===== config.mk =====
export PLATFORM = sky130hd
export DESIGN_NAME = json_string_unescape_utf8_top
export DESIGN_NICKNAME = d
export VERILOG_FILES = /design/src/rtl/core/jsu_pkg.sv /design/src/rtl/core/jsu_decode.sv /design/src/rtl/core/json_string_unescape_utf8_top.sv
export SDC_FILE = /design/constraint.sdc
export NUM_CORES = 1
export LEC_CHECK = 0
export ABC_AREA = 1
export BUFFER_PORTS_ARGS = -buffer_cell sky130_fd_sc_hd__buf_2
export CAP_MARGIN = 20
export CELL_PAD_IN_SITES_DETAIL_PLACEMENT = 1
export CELL_PAD_IN_SITES_GLOBAL_PLACEMENT = 1
export CORE_UTILIZATION = 35
export DETAILED_ROUTE_END_ITERATION = 8
export PLACE_DENSITY_LB_ADDON = 0.1
export SLEW_MARGIN = 20
export SYNTH_ARGS = -nofsm -noshare
export SYNTH_HDL_FRONTEND = slang
export SYNTH_HIERARCHICAL = 1
export SYNTH_SLANG_ARGS = --single-unit

===== constraint.sdc =====
create_clock -name clk -period 4.2 [get_ports clk]
set_input_delay 0.84 -clock clk [delete_from_list [all_inputs] [get_ports clk]]
set_output_delay 0.84 -clock clk [all_outputs]
set_load 0.005 [all_outputs]

===== src/rtl/core/jsu_pkg.sv =====
// Shared types, codes and constants for the JSON string unescaper.
package jsu_pkg;

  // Results one source byte can produce at most (held surrogate + 3-byte value)
  localparam int MaxRes = 6;

  // Decoder modes
  localparam logic [2:0] ModeIdle        = 3'd0;
  localparam logic [2:0] ModeBody        = 3'd1;
  localparam logic [2:0] ModeEsc         = 3'd2;
  localparam logic [2:0] ModeHex         = 3'd3;
  localparam logic [2:0] ModeAfterHigh   = 3'd4;
  localparam logic [2:0] ModeAfterHighBs = 3'd5;

  // Result kinds
  localparam logic [1:0] KindData  = 2'd0;
  localparam logic [1:0] KindDone  = 2'd1;
  localparam logic [1:0] KindError = 2'd2;

  // Characters of interest
  localparam logic [7:0] ChQuote = 8'h22;
  localparam logic [7:0] ChBslash = 8'h5C;
  localparam logic [7:0] ChSlash = 8'h2F;
  localparam logic [7:0] ChLowB = 8'h62;
  localparam logic [7:0] ChLowF = 8'h66;
  localparam logic [7:0] ChLowN = 8'h6E;
  localparam logic [7:0] ChLowR = 8'h72;
  localparam logic [7:0] ChLowT = 8'h74;
  localparam logic [7:0] ChLowU = 8'h75;

  // Surrogate prefixes (top six bits of a 16-bit value)
  localparam logic [5:0] HighSurPrefix = 6'b110110;  // 0xD800..0xDBFF
  localparam logic [5:0] LowSurPrefix  = 6'b110111;  // 0xDC00..0xDFFF
  localparam logic [20:0] SuppBase     = 21'h10000;

  // UTF-8 lead and continuation marks
  localparam logic [7:0] Utf8Lead2 = 8'hC0;
  localparam logic [7:0] Utf8Lead3 = 8'hE0;
  localparam logic [7:0] Utf8Lead4 = 8'hF0;
  localparam logic [7:0] Utf8Cont  = 8'h80;
  localparam logic [5:0] Utf8Mask  = 6'h3F;

  // Decoder state carried between source bytes
  typedef struct packed {
    logic [2:0]  mode;
    logic [15:0] hex_acc;
    logic [1:0]  hex_cnt;
    logic [15:0] held;
    logic        held_vld;
  } jsu_state_t;

  // Result list produced by one source byte
  typedef struct packed {
    logic [2:0]                   cnt;
    logic [MaxRes-1:0][1:0]       kind;
    logic [MaxRes-1:0][7:0]       data;
  } jsu_res_t;

endpackage


===== src/rtl/core/jsu_decode.sv =====
// Combinational decode of one source byte: next state and its result list.
module jsu_decode (
  input  jsu_pkg::jsu_state_t cur,
  input  logic [7:0]          byte_in,
  input  logic                end_of_text,
  output jsu_pkg::jsu_state_t nxt,
  output jsu_pkg::jsu_res_t   res
);

  logic        is_quote;
  logic        is_bs;
  logic        hex_ok;
  logic [3:0]  hex_d;
  logic        esc_ok;
  logic        esc_u;
  logic [7:0]  esc_val;
  logic [15:0] acc_new;
  logic        acc_is_low;
  logic        acc_is_high;
  logic [20:0] pair_cp;

  // Per-byte control decided in the mode case
  logic        err;
  logic        flush;
  logic        t_raw;
  logic        t_done;
  logic        t_enc;
  logic [7:0]  raw_byte;
  logic [20:0] t_cp;

  // Encoder and tail list
  logic [2:0]       tail_n;
  logic [3:0][1:0]  tk;
  logic [3:0][7:0]  tb;
  logic [2:0][7:0]  fb;
  logic [2:0]       off;

  assign is_quote = (byte_in == jsu_pkg::ChQuote);
  assign is_bs    = (byte_in == jsu_pkg::ChBslash);

  // Hex digit value, either case
  always_comb begin
    hex_ok = 1'b1;
    hex_d  = 4'd0;
    if (byte_in >= 8'h30 && byte_in <= 8'h39) begin
      hex_d = 4'(byte_in - 8'h30);
    end else if (byte_in >= 8'h61 && byte_in <= 8'h66) begin
      hex_d = 4'(byte_in - 8'h57);
    end else if (byte_in >= 8'h41 && byte_in <= 8'h46) begin
      hex_d = 4'(byte_in - 8'h37);
    end else begin
      hex_ok = 1'b0;
    end
  end

  // Single-character escapes
  always_comb begin
    esc_ok  = 1'b1;
    esc_u   = 1'b0;
    esc_val = byte_in;
    unique case (byte_in)
      jsu_pkg::ChQuote, jsu_pkg::ChBslash, jsu_pkg::ChSlash: esc_val = byte_in;
      jsu_pkg::ChLowB: esc_val = 8'h08;
      jsu_pkg::ChLowF: esc_val = 8'h0C;
      jsu_pkg::ChLowN: esc_val = 8'h0A;
      jsu_pkg::ChLowR: esc_val = 8'h0D;
      jsu_pkg::ChLowT: esc_val = 8'h09;
      jsu_pkg::ChLowU: esc_u   = 1'b1;
      default:         esc_ok  = 1'b0;
    endcase
  end

  assign acc_new     = {cur.hex_acc[11:0], hex_d};
  assign acc_is_low  = (acc_new[15:10] == jsu_pkg::LowSurPrefix);
  assign acc_is_high = (acc_new[15:10] == jsu_pkg::HighSurPrefix);
  assign pair_cp     = jsu_pkg::SuppBase + {1'b0, cur.held[9:0], acc_new[9:0]};

  // Mode handling
  always_comb begin
    nxt      = cur;
    err      = 1'b0;
    flush    = 1'b0;
    t_raw    = 1'b0;
    t_done   = 1'b0;
    t_enc    = 1'b0;
    raw_byte = byte_in;
    t_cp     = {5'd0, acc_new};
    if (end_of_text) begin
      err = 1'b1;
    end else begin
      unique case (cur.mode)
        jsu_pkg::ModeBody, jsu_pkg::ModeAfterHigh: begin
          if (cur.mode == jsu_pkg::ModeAfterHigh && is_bs) begin
            nxt.mode = jsu_pkg::ModeAfterHighBs;
          end else begin
            if (cur.mode == jsu_pkg::ModeAfterHigh) begin
              flush        = 1'b1;
              nxt.held     = '0;
              nxt.held_vld = 1'b0;
            end
            if (is_quote) begin
              t_done   = 1'b1;
              nxt      = '0;
              nxt.mode = jsu_pkg::ModeIdle;
            end else if (is_bs) begin
              nxt.mode = jsu_pkg::ModeEsc;
            end else begin
              nxt.mode = jsu_pkg::ModeBody;
              t_raw    = 1'b1;
            end
          end
        end
        jsu_pkg::ModeEsc, jsu_pkg::ModeAfterHighBs: begin
          if (cur.mode == jsu_pkg::ModeAfterHighBs && esc_u) begin
            nxt.mode    = jsu_pkg::ModeHex;
            nxt.hex_acc = '0;
            nxt.hex_cnt = '0;
          end else begin
            if (cur.mode == jsu_pkg::ModeAfterHighBs) begin
              flush        = 1'b1;
              nxt.held     = '0;
              nxt.held_vld = 1'b0;
            end
            if (esc_u) begin
              nxt.mode    = jsu_pkg::ModeHex;
              nxt.hex_acc = '0;
              nxt.hex_cnt = '0;
            end else if (esc_ok) begin
              nxt.mode = jsu_pkg::ModeBody;
              t_raw    = 1'b1;
              raw_byte = esc_val;
            end else begin
              err = 1'b1;
            end
          end
        end
        jsu_pkg::ModeHex: begin
          if (!hex_ok) begin
            err = 1'b1;
          end else if (cur.hex_cnt != 2'd3) begin
            nxt.hex_acc = acc_new;
            nxt.hex_cnt = cur.hex_cnt + 2'd1;
          end else begin
            nxt.hex_acc = '0;
            nxt.hex_cnt = '0;
            if (cur.held_vld && acc_is_low) begin
              // surrogate pair joins into one supplementary code point
              nxt.held     = '0;
              nxt.held_vld = 1'b0;
              nxt.mode     = jsu_pkg::ModeBody;
              t_enc        = 1'b1;
              t_cp         = pair_cp;
            end else begin
              flush = cur.held_vld;
              if (acc_is_high) begin
                nxt.held     = acc_new;
                nxt.held_vld = 1'b1;
                nxt.mode     = jsu_pkg::ModeAfterHigh;
              end else begin
                nxt.held     = '0;
                nxt.held_vld = 1'b0;
                nxt.mode     = jsu_pkg::ModeBody;
                t_enc        = 1'b1;
              end
            end
          end
        end
        default: begin
          // idle and unused codes: wait for the opening quote
          if (is_quote) begin
            nxt      = '0;
            nxt.mode = jsu_pkg::ModeBody;
          end else begin
            err = 1'b1;
          end
        end
      endcase
    end
    if (err) begin
      nxt      = '0;
      nxt.mode = jsu_pkg::ModeIdle;
    end
  end

  // Tail of the list: raw byte, completion, or UTF-8 encoding of t_cp
  always_comb begin
    tk     = {4{jsu_pkg::KindData}};
    tb     = '0;
    tail_n = 3'd0;
    if (t_raw) begin
      tail_n = 3'd1;
      tb[0]  = raw_byte;
    end else if (t_done) begin
      tail_n = 3'd1;
      tk[0]  = jsu_pkg::KindDone;
    end else if (t_enc) begin
      if (t_cp < 21'h80) begin
        tail_n = 3'd1;
        tb[0]  = t_cp[7:0];
      end else if (t_cp < 21'h800) begin
        tail_n = 3'd2;
        tb[0]  = jsu_pkg::Utf8Lead2 | {3'd0, t_cp[10:6]};
        tb[1]  = jsu_pkg::Utf8Cont | {2'd0, t_cp[5:0] & jsu_pkg::Utf8Mask};
      end else if (t_cp < jsu_pkg::SuppBase) begin
        tail_n = 3'd3;
        tb[0]  = jsu_pkg::Utf8Lead3 | {4'd0, t_cp[15:12]};
        tb[1]  = jsu_pkg::Utf8Cont | {2'd0, t_cp[11:6] & jsu_pkg::Utf8Mask};
        tb[2]  = jsu_pkg::Utf8Cont | {2'd0, t_cp[5:0] & jsu_pkg::Utf8Mask};
      end else begin
        tail_n = 3'd4;
        tb[0]  = jsu_pkg::Utf8Lead4 | {5'd0, t_cp[20:18]};
        tb[1]  = jsu_pkg::Utf8Cont | {2'd0, t_cp[17:12] & jsu_pkg::Utf8Mask};
        tb[2]  = jsu_pkg::Utf8Cont | {2'd0, t_cp[11:6] & jsu_pkg::Utf8Mask};
        tb[3]  = jsu_pkg::Utf8Cont | {2'd0, t_cp[5:0] & jsu_pkg::Utf8Mask};
      end
    end
  end

  // Held high surrogate always encodes as three bytes
  assign fb[0] = jsu_pkg::Utf8Lead3 | {4'd0, cur.held[15:12]};
  assign fb[1] = jsu_pkg::Utf8Cont | {2'd0, cur.held[11:6] & jsu_pkg::Utf8Mask};
  assign fb[2] = jsu_pkg::Utf8Cont | {2'd0, cur.held[5:0] & jsu_pkg::Utf8Mask};
  assign off   = flush ? 3'd3 : 3'd0;

  // Assemble flush bytes then tail; an error replaces everything
  always_comb begin
    logic [2:0] j;
    j        = '0;
    res.cnt  = off + tail_n;
    res.kind = {jsu_pkg::MaxRes{jsu_pkg::KindData}};
    res.data = '0;
    for (int k = 0; k < jsu_pkg::MaxRes; k++) begin
      j = 3'(k) - off;
      if (flush && k < 3) begin
        res.data[k] = fb[k];
      end else if (j < tail_n) begin
        res.kind[k] = tk[j[1:0]];
        res.data[k] = tb[j[1:0]];
      end
    end
    if (err) begin
      res.cnt     = 3'd1;
      res.kind    = {jsu_pkg::MaxRes{jsu_pkg::KindData}};
      res.data    = '0;
      res.kind[0] = jsu_pkg::KindError;
    end
  end

endmodule


===== src/rtl/core/json_string_unescape_utf8_top.sv =====
// JSON string unescaper to UTF-8: input register, decode, result buffer.
// Path: an accepted byte is decoded from the input register and moves into
// the result buffer once it is free; its results are offered from there.
// Throughput: one source byte per cycle while each byte yields at most one
// result and out_stall is low; a longer list holds the buffer until drained.
// Reset: synchronous, active low; decoder returns to idle (awaiting quote).
module json_string_unescape_utf8_top (
  input  logic       clk,
  input  logic       rst_n,
  input  logic       in_valid,
  output logic       in_stall,
  input  logic [7:0] in_byte_in,
  input  logic       in_end_of_text,
  output logic       out_valid,
  input  logic       out_stall,
  output logic [1:0] out_result_kind,
  output logic [7:0] out_out_byte,
  output logic       out_last_of_run
);

  // Input register
  logic       a_valid_r;
  logic       a_valid_nxt;
  logic [7:0] a_byte_r;
  logic       a_eot_r;

  // Decoder state
  jsu_pkg::jsu_state_t st_r;
  jsu_pkg::jsu_state_t st_nxt;
  jsu_pkg::jsu_res_t   dec_res;

  // Result buffer, entry 0 is on the output
  logic [2:0]                          b_cnt_r;
  logic [2:0]                          b_cnt_nxt;
  logic [jsu_pkg::MaxRes-1:0][1:0]     b_kind_r;
  logic [jsu_pkg::MaxRes-1:0][7:0]     b_data_r;

  logic in_xfer;
  logic out_xfer;
  logic b_free;
  logic a_move;

  assign in_xfer  = in_valid && !in_stall;
  assign out_xfer = out_valid && !out_stall;
  assign b_free   = (b_cnt_r == 3'd0) || (b_cnt_r == 3'd1 && out_xfer);
  assign a_move   = a_valid_r && b_free;
  assign in_stall = a_valid_r && !a_move;

  jsu_decode u_decode (
    .cur        (st_r),
    .byte_in    (a_byte_r),
    .end_of_text(a_eot_r),
    .nxt        (st_nxt),
    .res        (dec_res)
  );

  // Input register control
  always_comb begin
    a_valid_nxt = a_valid_r;
    if (in_xfer) begin
      a_valid_nxt = 1'b1;
    end else if (a_move) begin
      a_valid_nxt = 1'b0;
    end
  end

  always_ff @(posedge clk) begin
    if (!rst_n) begin
      a_valid_r <= 1'b0;
    end else begin
      a_valid_r <= a_valid_nxt;
    end
  end

  always_ff @(posedge clk) begin
    if (in_xfer) begin
      a_byte_r <= in_byte_in;
      a_eot_r  <= in_end_of_text;
    end
  end

  // Decoder state advances when a byte moves into the result buffer
  always_ff @(posedge clk) begin
    if (!rst_n) begin
      st_r <= '0;  // all-zero state is idle with nothing held
    end else if (a_move) begin
      st_r <= st_nxt;
    end
  end

  // Result buffer count
  always_comb begin
    b_cnt_nxt = b_cnt_r;
    if (a_move) begin
      b_cnt_nxt = dec_res.cnt;
    end else if (out_xfer) begin
      b_cnt_nxt = b_cnt_r - 3'd1;
    end
  end

  always_ff @(posedge clk) begin
    if (!rst_n) begin
      b_cnt_r <= 3'd0;
    end else begin
      b_cnt_r <= b_cnt_nxt;
    end
  end

  // Result buffer entries: load a new list or shift one out
  always_ff @(posedge clk) begin
    if (a_move) begin
      b_kind_r <= dec_res.kind;
      b_data_r <= dec_res.data;
    end else if (out_xfer) begin
      for (int k = 0; k < jsu_pkg::MaxRes - 1; k++) begin
        b_kind_r[k] <= b_kind_r[k+1];
        b_data_r[k] <= b_data_r[k+1];
      end
    end
  end

  assign out_valid       = (b_cnt_r != 3'd0);
  assign out_result_kind = b_kind_r[0];
  assign out_out_byte    = b_data_r[0];
  assign out_last_of_run = (b_cnt_r == 3'd1);

  // Buffer never holds more than one byte's worth of results
  a_cnt_max: assert property (@(posedge clk) disable iff (!rst_n)
    b_cnt_r <= 3'(jsu_pkg::MaxRes))
    else $error("result buffer count out of range");

  // Draining a multi-result list steps the count down by one
  a_cnt_step: assert property (@(posedge clk) disable iff (!rst_n)
    out_xfer && b_cnt_r > 3'd1 |=> b_cnt_r == $past(b_cnt_r) - 3'd1)
    else $error("result buffer drained incorrectly");

  // An error result sends the decoder back to idle with nothing held
  a_err_idle: assert property (@(posedge clk) disable iff (!rst_n)
    a_move && dec_res.kind[0] == jsu_pkg::KindError
    |=> st_r.mode == jsu_pkg::ModeIdle && !st_r.held_vld)
    else $error("decoder not idle after error");

  // A held value is always a high surrogate
  a_held_high: assert property (@(posedge clk) disable iff (!rst_n)
    st_r.held_vld |-> st_r.held[15:10] == jsu_pkg::HighSurPrefix)
    else $error("held value is not a high surrogate");

  // Stall toward the source only while a byte waits in the input register
  a_stall_src: assert property (@(posedge clk) disable iff (!rst_n)
    in_stall |-> a_valid_r && !b_free)
    else $error("input stalled without a waiting byte");

endmodule

### Yosys cells after proc, flatten, opt, wreduce, memory -nomap -nowiden

Cells that the tools add are included.
W data, S select, Z words.

* add/sub/neg operators: 13
* order comparisons: 21
* equal/unequal tests: 28
* mux-type cells: 147
* bitwise operators: 1
* reduce and logical (&&, ||, !) cells: 28

Operators with widths (number)
* $mux W8: 23
* $mux W38: 4
* $mux W21: 6
* $pmux W38 S3: 1
* $mux W17: 6
* $bmux W8 S2: 6
* $mux W40: 2
* $mux W35: 2
* $mux W32: 2
* $mux W63: 1
* $eq A8 B7 Y1 const B: 7
* $mux W24: 2
* $mux W3: 14
* $pmux W8 S5: 1
* $mux W1: 39
* $mux W2: 19
* $mux W18: 2
* $mux W16: 2
* $bmux W2 S2: 6
* $mux W22: 1
* $add A17 B20 Y21 const A: 1
* $lt A21 B12 Y1 const B: 1
* $lt A21 B17 Y1 const B: 1
* $lt A21 B8 Y1 const B: 1
* 43 further kinds: 88

* bits in registers: 107
* bits of input ports: 13
* output and inout port bits: 13

### Logic depth before layout (Yosys ltp)

Gate-level depths: netlist of run 1.

* depth in word-level cells: 24
* mapped depth: 25

### Hierarchy

Netlist of run 1, hierarchy kept.

By module, submodules not included
* json_string_unescape_utf8_top: instances 1, cells an instance 457, area each 4430.5 µm²
* jsu_decode: instances 1, cells an instance 648, area each 3311.9 µm²

### Worst setup path after synthesis of run 1

Ideal clock, no wire load.

* path kind: reg-to-reg
* start point: reg a_byte_r[1]
* end point: reg b_data_r[10] (netlist name) (data pin)
* setup time: 130 ps
* arrival: 3150 ps
* slack: 921 ps
* cell stages (with the launch flop): 24
* path buffers: 3
* path through: edfxtp_1 inv_1 ha_1 inv_1 nand3_1 nand3_1 nand2_4 buf_6 nand2_1 inv_2 nand2_1 o211ai_1 nand2_1 buf_2 buf_2 ha_1 nor2_1 nor2_1 nor2_1 o21ai_0 nand2_1 nor3_1 nand2_1 nand2_1

RTL lines
* start: declaration: line json_string_unescape_utf8_top.sv:24 `logic [7:0] a_byte_r;`
* start signal: assignment: line json_string_unescape_utf8_top.sv:77 `a_byte_r <= in_byte_in;`
* end signal: assignment: line json_string_unescape_utf8_top.sv:113 `b_data_r <= dec_res.data;`
* end signal: indexed assignment: line json_string_unescape_utf8_top.sv:117 `b_data_r[k] <= b_data_r[k+1];`
* end: declaration: line json_string_unescape_utf8_top.sv:36 `logic [jsu_pkg::MaxRes-1:0][7:0] b_data_r;`

==> impl_metrics.json, run 1 <==
{
  "status": "complete, no violations",
  "holdWs_ns": 0.484,
  "swShare_pct": 46.2,
  "drive_gt1_share_pct": 11.4,
  "tritoncts": "built",
  "skew_ns": 0.00910,
  "first_pass_iters": 5,
  "powerDensity_nw_per_um2": 666,
  "wl_per_cell_um": 18.6,
  "rows": 53,
  "end_kind": "flip-flop",
  "slew_headroom_pct": 34.1,
  "fillers": 2664,
  "cts_buffer_depth": 2,
  "clk_pin_slew_ns": 0.08,
  "dpl.hpwl_um": 18500,
  "cp_num_buf_inv": 4,
  "worstHoldPathType": "reg2reg",
  "root_buffer": "clkbuf_16",
  "die_h_um": 149,
  "rsz0062_at_grt": "yes",
  "path_class": "reg2reg",
  "routed_via_density": 5.18,
  "dieArea_um2": 22200,
  "min_period_ns": 3.87,
  "initial_core_util_pct": 35.8,
  "routed_wl_um": 25400,
  "overflow": 0,
  "pwr-share-clk_pct": 16.8,
  "cts_hold_buf": 0,
  "syn_avg_cell_area_um2": 7.01,
  "leakagePower_nw": 3.48,
  "max_freq_ghz": 0.259,
  "power_frac_comb_pct": 46.9,
  "finalSetupViolations": 0,
  "finalNetCount": 1112,
  "drt_iter0_markers": 462,
  "seqPwrFrac_pct": 36.3,
  "maxCapViolCount": 0,
  "finalMaxSlewViolations": 0,
  "critPathTopFamily": "simple AND/OR/NAND/NOR gates",
  "worst_pin_slew_ns": 0.989,
  "grt_start_max_net_pins": 93,
  "p_int_mw": 2.91,
  "h-tree-depth": 3,
  "worstSetupStartpointType": "flip-flop",
  "clk_latency_ns": 0.36,
  "gp_congestion": 0.929,
  "final_core_util_pct": 38.6,
  "crit_top_cell": "nand2_1",
  "syn_to_final_growth_pct": 7.78,
  "max-vdd-ir-drop_mv": 0.390,
  "netlist_instances": 1078,
  "hold_viol_final": 0,
  "critPathMaxStageDelay_ns": 0.47,
  "p_sw_mw": 2.51,
  "die_w_um": 149,
  "cts_sinks": 107,
  "crit_fanout": 15,
  "final_cell_mix": "279 x nand2_1, 169 x nor2_1, 102 x inv_1",
  "critPathSlowestCell": "nor2_1",
  "critPathRequiredTime_ns": 4.43,
  "track_usage_pct": 23.2,
  "grt_pass1_wl_um": 39500,
  "path_cells": "inv_1 -> ha_1 -> inv_1 -> nand3_1 -> nand3_2 -> nand2_4 -> nand2_1 -> inv_2 -> nand2_1 -> o211ai_1 -> nand2_2 -> buf_4 -> ha_1 -> nor2_1 -> nor2_1 -> nand4_1 -> a21oi_1 -> nand2_1 -> nand2_1",
  "portBuffers": 25,
  "final_common_cell": "nand2_1",
  "yosys_warnings": 6,
  "arrival_ns": 4.09,
  "ant_nets": 0,
  "route.vias.total": 7066,
  "drc": 0,
  "cts_buffers": 9,
  "num_antenna_cells": 0,
  "core_area_um2": 21100,
  "grt_pass1_vias": 6845,
  "tns_ns": 0,
  "pin_count": 26,
  "netlist_area_um2": 7550,
  "finalCritPeriodShare_pct": 92.0,
  "antenna_found_initial": 0
}
[path summary, 6_finish.rpt]
path,start,endpoint,slack [ns],cells past startpoint
min,st_r[16],st_r[16],0.48,2
max,a_byte_r[1],b_data_r[16],0.33,19
max reg2reg,a_byte_r[1],b_data_r[16],0.33,19
min reg2reg,st_r[16],st_r[16],0.48,2
[power by group through the flow]
| stage | Clock [mW] | Combinational (mW) | Sequential [mW] |
|---|---|---|---|
| detailed placement | 0 | 2.51 | 1.99 |
| floorplan | 0 | 1.92 | 1.91 |
| CTS | 0.947 | 2.52 | 1.97 |
| global placement | 0 | 2.49 | 1.98 |
| global route | 0.971 | 2.85 | 2.02 |
| finish | 0.912 | 2.54 | 1.97 |
[repair_timing]
action,CTS,global route
setup buffers,0,7
resized for setup,0,4
setup endpoints to repair,0,16
[area by class of cell]
cell class / instances / area, µm² / share of cell area [%]
timing repair buffer: 50 / 313 / 3.84
clock inverter: 7 / 83.8 / 1.03
multi-input combinational: 798 / 3900 / 47.9
clock buffer: 9 / 225 / 2.77
tap: 275 / 344 / 4.23
sequential: 107 / 2830 / 34.8
inverter: 117 / 442 / 5.42
[registers in the layout, summed over array words and instances, names as in the netlist]
| name | count |
|---|---|
| out_out_byte | 8 |
| a_eot_r | 1 |
| b_data_r | 40 |
| st_r | 34 |
| b_kind_r | 10 |
| b_cnt_r | 3 |
| a_valid_r | 1 |
| a_byte_r | 8 |
| out_result_kind | 2 |
[metrics by stage]
step | power (mW) | cells | setup WS [ns] | cell area, µm²
2_1_floorplan | 3.83 | 1088 | 0.921 | 7590
5_1_grt | 5.84 | 1363 | -0.0247 | 8140
6_report | 5.42 | 1363 | 0.335 | 8140
3_3_place_gp | 4.48 | 1339 | 0.221 | 7760
4_1_cts | 5.44 | 1355 | 0.0689 | 8070
3_5_place_dp | 4.50 | 1339 | 0.0885 | 7760
[worst min-delay path, cell delays in order, from the launching register on]
cell,delay [ns]
dfxtp_1,0.33
nor2_1,0.05
nor2_1,0.08
[per-layer routing]
| layer | GRT usage [%] | part of all wire [%] | vias up |
|---|---|---|---|
| li1 | - | - | 3524 |
| met1 | 33.2 | 50 | 3397 |
| met2 | 36.9 | 45 | 119 |
| met3 | 2.63 | 3.2 | 26 |
| met4 | 6.07 | 1.4 | 0 |
| met5 | 0 | 0 | - |
Power figures use the tool's default switching activity.
==> run 2: changes to the inputs <==
--- a/config.mk
+++ b/config.mk
@@ -12,7 +12,7 @@
 export CELL_PAD_IN_SITES_GLOBAL_PLACEMENT = 1
 export CORE_UTILIZATION = 35
 export DETAILED_ROUTE_END_ITERATION = 8
-export PLACE_DENSITY_LB_ADDON = 0.1
+export PLACE_DENSITY_LB_ADDON = 0.05
 export SLEW_MARGIN = 20
 export SYNTH_ARGS = -nofsm -noshare
 export SYNTH_HDL_FRONTEND = slang
==> impl_metrics.json, run 2 (synthesis results as in run 1) <==
{
  "finalNetCount": 1106,
  "grt_pass1_wl_um": 39900,
  "maxCapViolCount": 0,
  "hold_viol_final": 0,
  "pin_count": 26,
  "ant_nets": 0,
  "grt_start_max_net_pins": 95,
  "root_buffer": "clkbuf_16",
  "status": "complete, no violations",
  "final_common_cell": "nand2_1",
  "drc": 0,
  "powerDensity_nw_per_um2": 665,
  "arrival_ns": 4.04,
  "leakagePower_nw": 3.44,
  "largest_reg_flops": 40,
  "pre_cts_ws_ns": 0.219,
  "initial_core_util_pct": 35.8,
  "tns_ns": 0,
  "critPathCapture": "b_data_r[27]",
  "reg2reg_slack_ns": 0.39,
  "drive_gt1_share_pct": 10.9,
  "die_h_um": 149,
  "r2r-start": "a_byte_r[0]",
  "dpl.hpwl_um": 18800,
  "worstHoldPathType": "reg2reg",
  "tritoncts": "built",
  "core_area_um2": 21100,
  "gp_congestion": 0.957,
  "path_class": "reg2reg",
  "fillers": 2759,
  "worstSetupStartpoint": "a_byte_r[0]",
  "portBuffers": 25,
  "final_cell_mix": "279 x nand2_1, 168 x nor2_1, 102 x inv_1",
  "cts_sinks": 107,
  "cts_buffer_depth": 2,
  "cts_buffers": 9,
  "clk_pin_slew_ns": 0.08,
  "clk_latency_ns": 0.37,
  "dieArea_um2": 22200,
  "rows": 53,
  "end_kind": "flip-flop",
  "min_period_ns": 3.81,
  "wl_per_cell_um": 18.5,
  "multi_input_area_um2": 3900,
  "routed_wl_um": 25100,
  "regMostFlops": "b_data_r",
  "first_pass_iters": 5,
  "grt_pass1_vias": 6934,
  "finalMaxSlewViolations": 0,
  "timing.rr.end": "b_data_r[27]",
  "track_usage_pct": 23.7,
  "final-seq-area_um2": 2830,
  "slew_headroom_pct": 33.0,
  "worstSetupStartpointType": "flip-flop",
  "rsz0062_at_grt": "no",
  "antenna_found_initial": 0,
  "max_freq_ghz": 0.263,
  "drt_iter0_markers": 334,
  "overflow": 0,
  "die_w_um": 149,
  "num_antenna_cells": 0,
  "finalSetupViolations": 0,
  "h-tree-depth": 3,
  "max-vdd-ir-drop_mv": 0.486,
  "syn_to_final_growth_pct": 7.07,
  "crit_fanout": 12,
  "finalCritPeriodShare_pct": 90.7,
  "routed_via_density": 5.17,
  "critPathRequiredTime_ns": 4.44,
  "final_area_um2": 8090,
  "skew_ns": 0.0144,
  "worst_pin_slew_ns": 1.01,
  "place_area_um2": 7760,
  "top_regs": "b_data_r (40), st_r (34), b_kind_r (10)",
  "finalWorstSetupSlack_ns": 0.392,
  "route.vias.total": 7019,
  "r2r_cells": 22
}
run 2: cell type report:
cell class,instances,share of cell area (%)
tap,275,4.25
inverter,117,5.46
clock inverter,5,0.541
clock buffer,11,3.14
sequential,107,35.0
timing repair buffer,45,3.40
multi-input combinational,797,48.2
run 2: worst max-delay path, stage by stage, from the launching register on:
cell and delay [ns]:
edfxtp_1 0.48, inv_1 0.16, ha_1 0.22, nand3_1 0.09
nand3_1 0.17, nand2_4 0.15, buf_4 0.20, nand4_1 0.15
nand2_1 0.10, nor2_1 0.09, nand2_1 0.09, nor2_4 0.24
o21ai_0 0.12, nand3_1 0.14, ha_1 0.19, inv_1 0.06
a21oi_1 0.13, o21ai_1 0.10, nor2_2 0.19, inv_2 0.10
o21ai_0 0.28, nand2_1 0.11, nand2_1 0.10
run 2: how the worst min path moves through the flow:
stage,start,endpoint,slack [ns],cells past startpoint
after floorplan,st_r[16],st_r[16],0.45,2
after global placement,st_r[16],st_r[16],0.46,2
after detailed placement,st_r[16],st_r[16],0.48,2
after CTS,b_cnt_r[1],b_cnt_r[1],0.49,2
after global routing,b_cnt_r[1],b_cnt_r[1],0.50,2
final,b_cnt_r[1],b_cnt_r[1],0.49,2
run 2: repair_timing:
item | 4_1_cts | 5_1_grt
hold buffers | 0 | 0
resized for setup | 0 | 6
setup endpoints to repair | 0 | 30
buffers inserted | 0 | 2
run 2: metrics by stage:
stage,hold WS [ns],power (mW),cells,util [%]
after floorplan,0.454,3.83,1088,-
after global placement,0.463,4.51,1339,36.8
after detailed placement,0.475,4.52,1339,36.8
after CTS,0.489,5.43,1355,38.2
after global routing,0.499,5.82,1357,38.4
final,0.487,5.38,1357,38.4
run 2: power breakdown:
group	internal, mW	switching (mW)
registers	1.71	0.262
clock network	0.448	0.438
logic	0.726	1.79
total	2.88	2.49
run 2: per-layer routing:
layer | global-route usage (%) | wire length, µm | vias up
li1 | - | - | 3505
met1 | 33.7 | 12500 | 3380
met2 | 37.0 | 11100 | 108
met3 | 3.21 | 942 | 26
met4 | 7.24 | 534 | 0
met5 | 0 | 0 | -
